===== src/hdl/pat_pkg.sv =====
// Shared types and constants for the PID altitude thrust controller.
`default_nettype none

package pat_pkg;

    // Configuration register indexes
    localparam logic [2:0] REG_TARGET  = 3'd0;
    localparam logic [2:0] REG_GAIN_P  = 3'd1;
    localparam logic [2:0] REG_GAIN_I  = 3'd2;
    localparam logic [2:0] REG_GAIN_D  = 3'd3;
    localparam logic [2:0] REG_PERIOD  = 3'd4;
    localparam logic [2:0] REG_RATE    = 3'd5;
    localparam logic [2:0] REG_HOVER   = 3'd6;

    // Reset values of the timing registers
    localparam logic [16:0] PERIOD_RESET = 17'd655;
    localparam logic [15:0] RATE_RESET   = 16'd100;

    typedef struct packed {
        logic [31:0] target_altitude;
        logic [31:0] gain_p;
        logic [31:0] gain_i;
        logic [31:0] gain_d;
        logic [16:0] step_period;
        logic [15:0] loop_rate;
        logic [31:0] hover_thrust;
    } t_cfg;

    typedef enum logic [3:0] {
        ST_IDLE,
        ST_ERR,
        ST_INC,
        ST_DER,
        ST_P_HI,
        ST_P_LO,
        ST_I_HI,
        ST_I_LO,
        ST_D_HI,
        ST_D_LO,
        ST_D_ADD,
        ST_FIN,
        ST_OUT
    } t_state;

    // Operand selection of the shared multiplier
    typedef enum logic [3:0] {
        MUL_NONE,
        MUL_ERR_PERIOD,
        MUL_DIFF_RATE,
        MUL_P_HI,
        MUL_P_LO,
        MUL_I_HI,
        MUL_I_LO,
        MUL_D_HI,
        MUL_D_LO
    } t_mul_op;

    typedef enum logic [1:0] {
        ACC_NONE,
        ACC_LOAD_HI,
        ACC_ADD_LO
    } t_acc_op;

    typedef enum logic [1:0] {
        SUM_NONE,
        SUM_INIT,
        SUM_ADD
    } t_sum_op;

    typedef struct packed {
        logic    ld_alt;
        logic    ld_err;
        logic    step_err;
        logic    upd_integ;
        logic    ld_deriv;
        t_mul_op mul_op;
        t_acc_op acc_op;
        t_sum_op sum_op;
        logic    ld_out;
    } t_ctrl;

endpackage

`default_nettype wire


===== src/hdl/pat_cfg_regs.sv =====
// Configuration register file of the PID altitude thrust controller.
`default_nettype none

module pat_cfg_regs
    import pat_pkg::*;
(
    input  wire logic        i_clk,
    input  wire logic        i_rst_n,
    input  wire logic        i_cfg_we,
    input  wire logic [2:0]  i_cfg_idx,
    input  wire logic [31:0] i_cfg_data,
    output t_cfg             o_cfg
);

    t_cfg r_cfg;

    // Write one register per request; unknown indexes are dropped
    always_ff @(posedge i_clk) begin
        if (!i_rst_n) begin
            r_cfg.target_altitude <= '0;
            r_cfg.gain_p          <= '0;
            r_cfg.gain_i          <= '0;
            r_cfg.gain_d          <= '0;
            r_cfg.step_period     <= PERIOD_RESET;
            r_cfg.loop_rate       <= RATE_RESET;
            r_cfg.hover_thrust    <= '0;
        end else if (i_cfg_we) begin
            case (i_cfg_idx)
                REG_TARGET: r_cfg.target_altitude <= i_cfg_data;
                REG_GAIN_P: r_cfg.gain_p          <= i_cfg_data;
                REG_GAIN_I: r_cfg.gain_i          <= i_cfg_data;
                REG_GAIN_D: r_cfg.gain_d          <= i_cfg_data;
                REG_PERIOD: r_cfg.step_period     <= i_cfg_data[16:0];
                REG_RATE:   r_cfg.loop_rate       <= i_cfg_data[15:0];
                REG_HOVER:  r_cfg.hover_thrust    <= i_cfg_data;
                default: ;
            endcase
        end
    end

    assign o_cfg = r_cfg;

endmodule

`default_nettype wire


===== src/hdl/pat_seq.sv =====
// Sequencer that steps the shared multiplier through one altitude request.
`default_nettype none

module pat_seq
    import pat_pkg::*;
(
    input  wire logic i_clk,
    input  wire logic i_rst_n,
    input  wire logic i_in_valid,
    input  wire logic i_out_stall,
    output logic      o_in_stall,
    output logic      o_out_valid,
    output t_ctrl     o_ctrl
);

    t_state r_state;
    t_state n_state;
    logic   r_out_vld;
    logic   n_out_vld;
    t_ctrl  w_ctrl;

    // State and output valid registers
    always_ff @(posedge i_clk) begin
        if (!i_rst_n) begin
            r_state   <= ST_IDLE;
            r_out_vld <= 1'b0;
        end else begin
            r_state   <= n_state;
            r_out_vld <= n_out_vld;
        end
    end

    // Next state and datapath controls
    always_comb begin
        n_state = r_state;
        w_ctrl  = '{ld_alt: 1'b0, ld_err: 1'b0, step_err: 1'b0, upd_integ: 1'b0,
                    ld_deriv: 1'b0, mul_op: MUL_NONE, acc_op: ACC_NONE,
                    sum_op: SUM_NONE, ld_out: 1'b0};
        case (r_state)
            ST_IDLE: begin
                if (i_in_valid) begin
                    w_ctrl.ld_alt = 1'b1;
                    n_state       = ST_ERR;
                end
            end
            ST_ERR: begin
                w_ctrl.ld_err = 1'b1;
                w_ctrl.sum_op = SUM_INIT;
                n_state       = ST_INC;
            end
            ST_INC: begin
                w_ctrl.mul_op   = MUL_ERR_PERIOD;
                w_ctrl.step_err = 1'b1;
                n_state         = ST_DER;
            end
            ST_DER: begin
                w_ctrl.mul_op    = MUL_DIFF_RATE;
                w_ctrl.upd_integ = 1'b1;
                n_state          = ST_P_HI;
            end
            ST_P_HI: begin
                w_ctrl.mul_op   = MUL_P_HI;
                w_ctrl.ld_deriv = 1'b1;
                n_state         = ST_P_LO;
            end
            ST_P_LO: begin
                w_ctrl.mul_op = MUL_P_LO;
                w_ctrl.acc_op = ACC_LOAD_HI;
                n_state       = ST_I_HI;
            end
            ST_I_HI: begin
                w_ctrl.mul_op = MUL_I_HI;
                w_ctrl.acc_op = ACC_ADD_LO;
                n_state       = ST_I_LO;
            end
            ST_I_LO: begin
                w_ctrl.mul_op = MUL_I_LO;
                w_ctrl.acc_op = ACC_LOAD_HI;
                w_ctrl.sum_op = SUM_ADD;
                n_state       = ST_D_HI;
            end
            ST_D_HI: begin
                w_ctrl.mul_op = MUL_D_HI;
                w_ctrl.acc_op = ACC_ADD_LO;
                n_state       = ST_D_LO;
            end
            ST_D_LO: begin
                w_ctrl.mul_op = MUL_D_LO;
                w_ctrl.acc_op = ACC_LOAD_HI;
                w_ctrl.sum_op = SUM_ADD;
                n_state       = ST_D_ADD;
            end
            ST_D_ADD: begin
                w_ctrl.acc_op = ACC_ADD_LO;
                n_state       = ST_FIN;
            end
            ST_FIN: begin
                w_ctrl.sum_op = SUM_ADD;
                n_state       = ST_OUT;
            end
            ST_OUT: begin
                // Hold until the output register is free or being drained
                if (!r_out_vld || !i_out_stall) begin
                    w_ctrl.ld_out = 1'b1;
                    n_state       = ST_IDLE;
                end
            end
            default: n_state = ST_IDLE;
        endcase
    end

    // Set valid on a new result, drop it once taken
    always_comb begin
        n_out_vld = r_out_vld;
        if (w_ctrl.ld_out) begin
            n_out_vld = 1'b1;
        end else if (!i_out_stall) begin
            n_out_vld = 1'b0;
        end
    end

    assign o_in_stall  = (r_state != ST_IDLE);
    assign o_out_valid = r_out_vld;
    assign o_ctrl      = w_ctrl;

endmodule

`default_nettype wire


===== src/hdl/pat_dp.sv =====
// Datapath of the PID altitude thrust controller around one shared multiplier.
`default_nettype none

module pat_dp
    import pat_pkg::*;
#(
    parameter int FRAC_BITS = 16
) (
    input  wire logic        i_clk,
    input  wire logic        i_rst_n,
    input  wire t_cfg        i_cfg,
    input  wire t_ctrl       i_ctrl,
    input  wire logic [31:0] i_alt,
    output logic [31:0]      o_thrust
);

    logic signed [31:0] r_alt;
    logic signed [31:0] r_err;
    logic signed [31:0] r_prev;
    logic signed [32:0] r_diff;
    logic signed [47:0] r_integ;
    logic signed [49:0] r_deriv;
    logic signed [58:0] r_prod;
    logic signed [82:0] r_acc;
    logic signed [65:0] r_sum;
    logic        [31:0] r_out;

    logic signed [32:0] w_err_raw;
    logic signed [31:0] w_err;
    logic signed [49:0] w_b_src;
    logic signed [32:0] w_mul_a;
    logic signed [25:0] w_mul_b;
    logic signed [58:0] w_prod;
    logic signed [58:0] w_inc;
    logic signed [59:0] w_int_sum;
    logic signed [47:0] w_integ;
    logic signed [82:0] w_shift;
    logic signed [61:0] w_term;
    logic        [31:0] w_out;

    // Saturate the setpoint error to 32 bits
    always_comb begin
        w_err_raw = $signed({i_cfg.target_altitude[31], i_cfg.target_altitude})
                  - $signed({r_alt[31], r_alt});
        if (w_err_raw[32] != w_err_raw[31]) begin
            w_err = w_err_raw[32] ? $signed({1'b1, 31'd0}) : $signed({1'b0, {31{1'b1}}});
        end else begin
            w_err = w_err_raw[31:0];
        end
    end

    // Pick the wide operand that a gain multiplies
    always_comb begin
        case (i_ctrl.mul_op)
            MUL_P_HI, MUL_P_LO: w_b_src = {{18{r_err[31]}}, r_err};
            MUL_I_HI, MUL_I_LO: w_b_src = {{2{r_integ[47]}}, r_integ};
            MUL_D_HI, MUL_D_LO: w_b_src = r_deriv;
            default:            w_b_src = '0;
        endcase
    end

    // Operand select of the shared multiplier
    always_comb begin
        case (i_ctrl.mul_op)
            MUL_ERR_PERIOD: begin
                w_mul_a = {r_err[31], r_err};
                w_mul_b = $signed({9'd0, i_cfg.step_period});
            end
            MUL_DIFF_RATE: begin
                w_mul_a = r_diff;
                w_mul_b = $signed({10'd0, i_cfg.loop_rate});
            end
            MUL_P_HI: begin
                w_mul_a = $signed({i_cfg.gain_p[31], i_cfg.gain_p});
                w_mul_b = w_b_src[49:24];
            end
            MUL_P_LO: begin
                w_mul_a = $signed({i_cfg.gain_p[31], i_cfg.gain_p});
                w_mul_b = $signed({2'b00, w_b_src[23:0]});
            end
            MUL_I_HI: begin
                w_mul_a = $signed({i_cfg.gain_i[31], i_cfg.gain_i});
                w_mul_b = w_b_src[49:24];
            end
            MUL_I_LO: begin
                w_mul_a = $signed({i_cfg.gain_i[31], i_cfg.gain_i});
                w_mul_b = $signed({2'b00, w_b_src[23:0]});
            end
            MUL_D_HI: begin
                w_mul_a = $signed({i_cfg.gain_d[31], i_cfg.gain_d});
                w_mul_b = w_b_src[49:24];
            end
            MUL_D_LO: begin
                w_mul_a = $signed({i_cfg.gain_d[31], i_cfg.gain_d});
                w_mul_b = $signed({2'b00, w_b_src[23:0]});
            end
            default: begin
                w_mul_a = '0;
                w_mul_b = '0;
            end
        endcase
    end

    assign w_prod = 59'(w_mul_a) * 59'(w_mul_b);

    // Integral update, saturated to 48 bits
    always_comb begin
        w_inc     = r_prod >>> FRAC_BITS;
        w_int_sum = $signed({{12{r_integ[47]}}, r_integ}) + $signed({w_inc[58], w_inc});
        if ((&w_int_sum[59:47]) || !(|w_int_sum[59:47])) begin
            w_integ = w_int_sum[47:0];
        end else if (w_int_sum[59]) begin
            w_integ = $signed({1'b1, 47'd0});
        end else begin
            w_integ = $signed({1'b0, {47{1'b1}}});
        end
    end

    // Scale the full gain product and saturate it to 62 bits
    always_comb begin
        w_shift = r_acc >>> FRAC_BITS;
        if ((&w_shift[82:61]) || !(|w_shift[82:61])) begin
            w_term = w_shift[61:0];
        end else if (w_shift[82]) begin
            w_term = $signed({1'b1, 61'd0});
        end else begin
            w_term = $signed({1'b0, {61{1'b1}}});
        end
    end

    // Saturate the command to 32 bits
    always_comb begin
        if ((&r_sum[65:31]) || !(|r_sum[65:31])) begin
            w_out = r_sum[31:0];
        end else if (r_sum[65]) begin
            w_out = {1'b1, 31'd0};
        end else begin
            w_out = {1'b0, {31{1'b1}}};
        end
    end

    // Controller state: previous error and integral
    always_ff @(posedge i_clk) begin
        if (!i_rst_n) begin
            r_prev  <= '0;
            r_integ <= '0;
        end else begin
            if (i_ctrl.step_err) begin
                r_prev <= r_err;
            end
            if (i_ctrl.upd_integ) begin
                r_integ <= w_integ;
            end
        end
    end

    // Working registers of one request
    always_ff @(posedge i_clk) begin
        r_prod <= w_prod;
        if (i_ctrl.ld_alt) begin
            r_alt <= i_alt;
        end
        if (i_ctrl.ld_err) begin
            r_err <= w_err;
        end
        if (i_ctrl.step_err) begin
            r_diff <= $signed({r_err[31], r_err}) - $signed({r_prev[31], r_prev});
        end
        if (i_ctrl.ld_deriv) begin
            r_deriv <= r_prod[49:0];
        end
        case (i_ctrl.acc_op)
            ACC_LOAD_HI: r_acc <= $signed({r_prod, 24'd0});
            ACC_ADD_LO:  r_acc <= r_acc + $signed({{24{r_prod[58]}}, r_prod});
            default: ;
        endcase
        case (i_ctrl.sum_op)
            SUM_INIT: r_sum <= $signed({{34{i_cfg.hover_thrust[31]}}, i_cfg.hover_thrust});
            SUM_ADD:  r_sum <= r_sum + $signed({{4{w_term[61]}}, w_term});
            default: ;
        endcase
        if (i_ctrl.ld_out) begin
            r_out <= w_out;
        end
    end

    assign o_thrust = r_out;

endmodule

`default_nettype wire


===== src/hdl/pid_altitude_thrust_top.sv =====
// PID altitude controller with hover feedforward, one thrust command per sample.
// A new altitude is accepted only in idle, once the previous command has been
//   loaded into the output register; that load waits while a finished command sits
//   on a stalled output. The single multiplier issues eight products per sample
//   under the sequencer, plus load and saturation steps.
// Reset (synchronous, active low) restores register defaults and clears the
//   previous error, the integral and the output valid.
`default_nettype none

module pid_altitude_thrust_top
    import pat_pkg::*;
#(
    parameter int FRAC_BITS = 16
) (
    input  wire logic        i_clk,
    input  wire logic        i_rst_n,
    input  wire logic        i_cfg_we,
    input  wire logic [2:0]  i_cfg_idx,
    input  wire logic [31:0] i_cfg_data,
    input  wire logic        i_in_valid,
    output logic             o_in_stall,
    input  wire logic [31:0] i_measured_altitude,
    output logic             o_out_valid,
    input  wire logic        i_out_stall,
    output logic [31:0]      o_thrust_command
);

    t_cfg  w_cfg;
    t_ctrl w_ctrl;

    pat_cfg_regs u_cfg (
        .i_clk      (i_clk),
        .i_rst_n    (i_rst_n),
        .i_cfg_we   (i_cfg_we),
        .i_cfg_idx  (i_cfg_idx),
        .i_cfg_data (i_cfg_data),
        .o_cfg      (w_cfg)
    );

    pat_seq u_seq (
        .i_clk       (i_clk),
        .i_rst_n     (i_rst_n),
        .i_in_valid  (i_in_valid),
        .i_out_stall (i_out_stall),
        .o_in_stall  (o_in_stall),
        .o_out_valid (o_out_valid),
        .o_ctrl      (w_ctrl)
    );

    pat_dp #(
        .FRAC_BITS (FRAC_BITS)
    ) u_dp (
        .i_clk    (i_clk),
        .i_rst_n  (i_rst_n),
        .i_cfg    (w_cfg),
        .i_ctrl   (w_ctrl),
        .i_alt    (i_measured_altitude),
        .o_thrust (o_thrust_command)
    );

endmodule

`default_nettype wire

===== config.mk =====
export PLATFORM = sky130hd
export DESIGN_NAME = pid_altitude_thrust_top
export DESIGN_NICKNAME = d
export VERILOG_FILES = /design/src/hdl/pat_pkg.sv /design/src/hdl/pat_cfg_regs.sv /design/src/hdl/pat_seq.sv /design/src/hdl/pat_dp.sv /design/src/hdl/pid_altitude_thrust_top.sv
export SDC_FILE = /design/constraint.sdc
export NUM_CORES = 2
export LEC_CHECK = 0
export BUFFER_PORTS_ARGS = -buffer_cell sky130_fd_sc_hd__buf_2
export CORE_MARGIN = 2
export CORE_UTILIZATION = 40
export CTS_CLUSTER_SIZE = 30
export DETAILED_ROUTE_END_ITERATION = 8
export SLEW_MARGIN = 20
export SYNTH_ARGS = -nofsm -noshare
export SYNTH_HDL_FRONTEND = slang
export SYNTH_HIERARCHICAL = 1
export SYNTH_SLANG_ARGS = --single-unit

===== constraint.sdc =====
create_clock -name i_clk -period 18 [get_ports i_clk]
set_clock_uncertainty 0.15 [all_clocks]
set_input_delay 1.8 -clock i_clk [delete_from_list [all_inputs] [get_ports i_clk]]
set_output_delay 1.8 -clock i_clk [all_outputs]
set_load 0.05 [all_outputs]

==> impl_metrics.env <==
export IMPL_critPathMaxStageDelay_ns=1.09
export IMPL_cts_resized=0
export IMPL_postLayoutCoreUtil=0.437
export IMPL_seq_area_frac_synth=0.236
export IMPL_cellInternalPower_mw=3.47
export IMPL_place_hpwl_um=193000
export IMPL_cts_buffers=80
export IMPL_min_path_type="reg -> reg"
export IMPL_rsz0062_at_grt="no"
export IMPL_clk_pin_slew_ns=0.06
export IMPL_grt_pass1_vias=56700
export IMPL_layoutNonFillerInstCount=9969
export IMPL_ys_ff_latch=665
export IMPL_p_clk_frac=0.304
export IMPL_startpoint_type="flip-flop"
export IMPL_wirelength_um=253000
export IMPL_antenna_left=0
export IMPL_drive_above_1_share=0.0723
export IMPL_grt_overflow_total=0
export IMPL_port_buffers=105
export IMPL_cp_startpoint="u_seq/r_state[0]$_SDFFE_PN0P_"
export IMPL_worst_ep_arrival_time_ns=12.45
export IMPL_ys_warnings_count=6
export IMPL_synth_flop_cell="dfxtp_1"
export IMPL_m1WireLength_um=105000
export IMPL_cts_tree="built"
export IMPL_drt_iter0_markers=6587
export IMPL_slew_violations=0
export IMPL_die_h_um=423
export IMPL_peakVddDrop_mv=0.0640
export IMPL_cp_required_ns=18.43
export IMPL_routed_top_layer="met5"
export IMPL_grt_pass1_wl_um=373000
export IMPL_htree_levels=3
export IMPL_rows=153
export IMPL_finalCritPeriodShare=0.668
export IMPL_final_nets=8944
export IMPL_wl_met2_um=111000
export IMPL_place_inst=9811
export IMPL_finalSetupViolations=0
export IMPL_root_buffer="clkbuf_16"
export IMPL_switching_share=0.401
export IMPL_critPathMostFrequentCell="fa_1"
export IMPL_ctsHoldBuffers=0
export IMPL_synth_edf_count=328
export IMPL_async_flop_share=0
export IMPL_relSlewSlack=0.170
export IMPL_dr_pass1_iters=9
export IMPL_crit_fanout=51
export IMPL_hp_start="u_cfg/o_cfg[45]$_SDFFE_PN0P_"
export IMPL_synthDistinctLibCells=103
export IMPL_finalHoldViolCount=0
export IMPL_cts_sink_count=665
export IMPL_wl_per_cell_um=25.4
export IMPL_seqPwrFrac=0.345
export IMPL_post_cts_setup_buffers=0
export IMPL_netlist_area_um2=70200
export IMPL_tns_ns=0
export IMPL_leakagePower_nw=35.4
export IMPL_end_kind="flip-flop"
export IMPL_min_period_ns=12.02
export IMPL_area_growth_pct=8.51
export IMPL_start_util=0.403
export IMPL_crit_type="reg -> reg"
export IMPL_worst_pin_slew_ns=1.24
export IMPL_num_io_pins=106
export IMPL_dr_total_vias=56700
export IMPL_vias_per_cell=5.69
export IMPL_power_frac_comb=0.351
export IMPL_syn_avg_cell_area_um2=9.19
export IMPL_final_area_um2=76200
export IMPL_synth_nets=9014
export IMPL_drc=0
export IMPL_max_freq_mhz=83.2
export IMPL_hold_slack_ns=0.313
export IMPL_cap_violations=0
export IMPL_coreArea_um2=174000
export IMPL_gp_congestion=0.958
export IMPL_antenna_found_initial=31
export IMPL_power_net_switching_mw=2.32
export IMPL_placed_cell_area_um2=73300
export IMPL_synth_cells=7638
export IMPL_track_usage=0.280
export IMPL_grt_max_degree=103
export IMPL_dieWidth_um=423
export IMPL_r2r_start="u_seq/r_state[0]$_SDFFE_PN0P_"
export IMPL_clk_latency_ns=0.73
export IMPL_cts_buffer_depth=3
export IMPL_wl_met3_um=24000
export IMPL_cp_slowest_cell="a221o_1"
export IMPL_num_fill_cells=16900
export IMPL_outcome="finished clean"
export IMPL_powerDensity_nw_per_um2=76.0
export IMPL_die_area_um2=179000
## cells by family (layout without fill, tap and decap cells)
kind of cell	after synthesis	in the layout	share of synthesized area
adder cells (fa/ha/maj)	1324	1324	0.330
buffers and inverters	1545	1543	0.0848
other	0	8	0
multiplexers	302	302	0.0444
AO/OA/AOI/OAI	1436	1436	0.141
XOR/XNOR	279	279	0.0348
flip-flops	665	665	0.236
AND/OR/NAND/NOR	2087	2087	0.129
## sequential cells by signal, indices dropped and copies added (netlist names)
| register | count |
|---|---|
| u_cfg/o_cfg | 193 |
| u_dp/o_thrust | 32 |
| u_dp/r_acc | 83 |
| u_dp/r_alt | 32 |
| u_dp/r_deriv | 50 |
| u_dp/r_diff | 33 |
| u_dp/r_err | 32 |
| u_dp/r_integ | 48 |
| u_dp/r_prev | 32 |
| u_dp/r_prod | 59 |
| u_dp/r_sum | 66 |
| u_seq/o_out_valid | 1 |
| u_seq/r_state | 4 |
## stage by stage
stage	setup WS [ns]	total power [mW]
after floorplan	8.51	3.23
after global placement	6.28	3.99
after detailed placement	6.04	4.00
after CTS	6.00	5.76
after global routing	5.27	6.04
final	5.98	5.79
## critical path: cells and delay by family (launching register included)
family | cells | cell delay, ns
AOI/OAI and AO/OA | 7 | 3.95
adders and majority gates | 8 | 3.94
and+or+nand+nor | 7 | 1.59
buffers and inverters | 6 | 1.44
DFF | 1 | 0.60
xor gates and xnor gates | 1 | 0.12
## cell usage in the layout (no fill, tap or decap), types with 54 or more instances in the layout
cell type and count:
clkbuf_16 81, nand2b_1 57, mux2_2 71, buf_2 104
nor2_1 636, buf_4 116, nand3_1 75, a21oi_1 353
xnor2_1 180, a21o_1 323, edfxtp_1 328, inv_1 1167
o21ai_0 169, nand4_1 63, nor2b_1 54, mux2i_1 230
nand2_1 954, fa_1 883, dfxtp_1 337, ha_1 419
xor2_1 99
## layer usage
metal | up-vias | GRT usage
met5 | - | 0
met4 | 6 | 0.129
met3 | 553 | 0.0510
met2 | 2677 | 0.433
met1 | 28300 | 0.380
li1 | 25200 | -
## final timing paths
path / end / slack [ns] / depth (start not counted)
worst min-delay path: u_cfg/o_cfg[45]$_SDFFE_PN0P_ / 0.31 / 2
worst max-delay path: u_dp/r_prod[52]$_DFF_P_ / 5.98 / 29
worst min register to register: u_cfg/o_cfg[45]$_SDFFE_PN0P_ / 0.31 / 2
worst max register to register: u_dp/r_prod[52]$_DFF_P_ / 5.98 / 29
## cell type report
type,count,area [µm²],area share
inverters,1172,4400,0.0578
clock inverters,47,622,0.00816
diodes,8,20.0,0.000263
well taps,2325,2910,0.0382
repair buffers,221,1410,0.0184
multi-input cells,5428,48000,0.630
clock buffers,103,2210,0.0290
flip-flops and latches,665,16600,0.218
## power by group through the flow
stage               logic, mW  clock network (mW)  registers (mW)
finish                   2.03                1.76            2.00
global route             2.21                1.84            1.99
CTS                      1.99                1.78            1.99
detailed placement       1.98                   0            2.02
global placement         1.97                   0            2.02
floorplan                1.40                   0            1.83
## cell usage after synthesis, types with 99 or more instances
cell         n  area share
inv_1     1169       0.063
nand2_1    954       0.051
fa_1       883        0.25
nor2_1     641       0.034
ha_1       421       0.075
a21oi_1    356       0.025
dfxtp_1    337       0.096
edfxtp_1   328        0.14
a21o_1     323       0.035
clkbuf_1   297       0.016
mux2i_1    230       0.033
xnor2_1    180       0.022
o21ai_0    169       0.012
xor2_1      99       0.012
No activity file was read; power rests on OpenSTA's default activity.
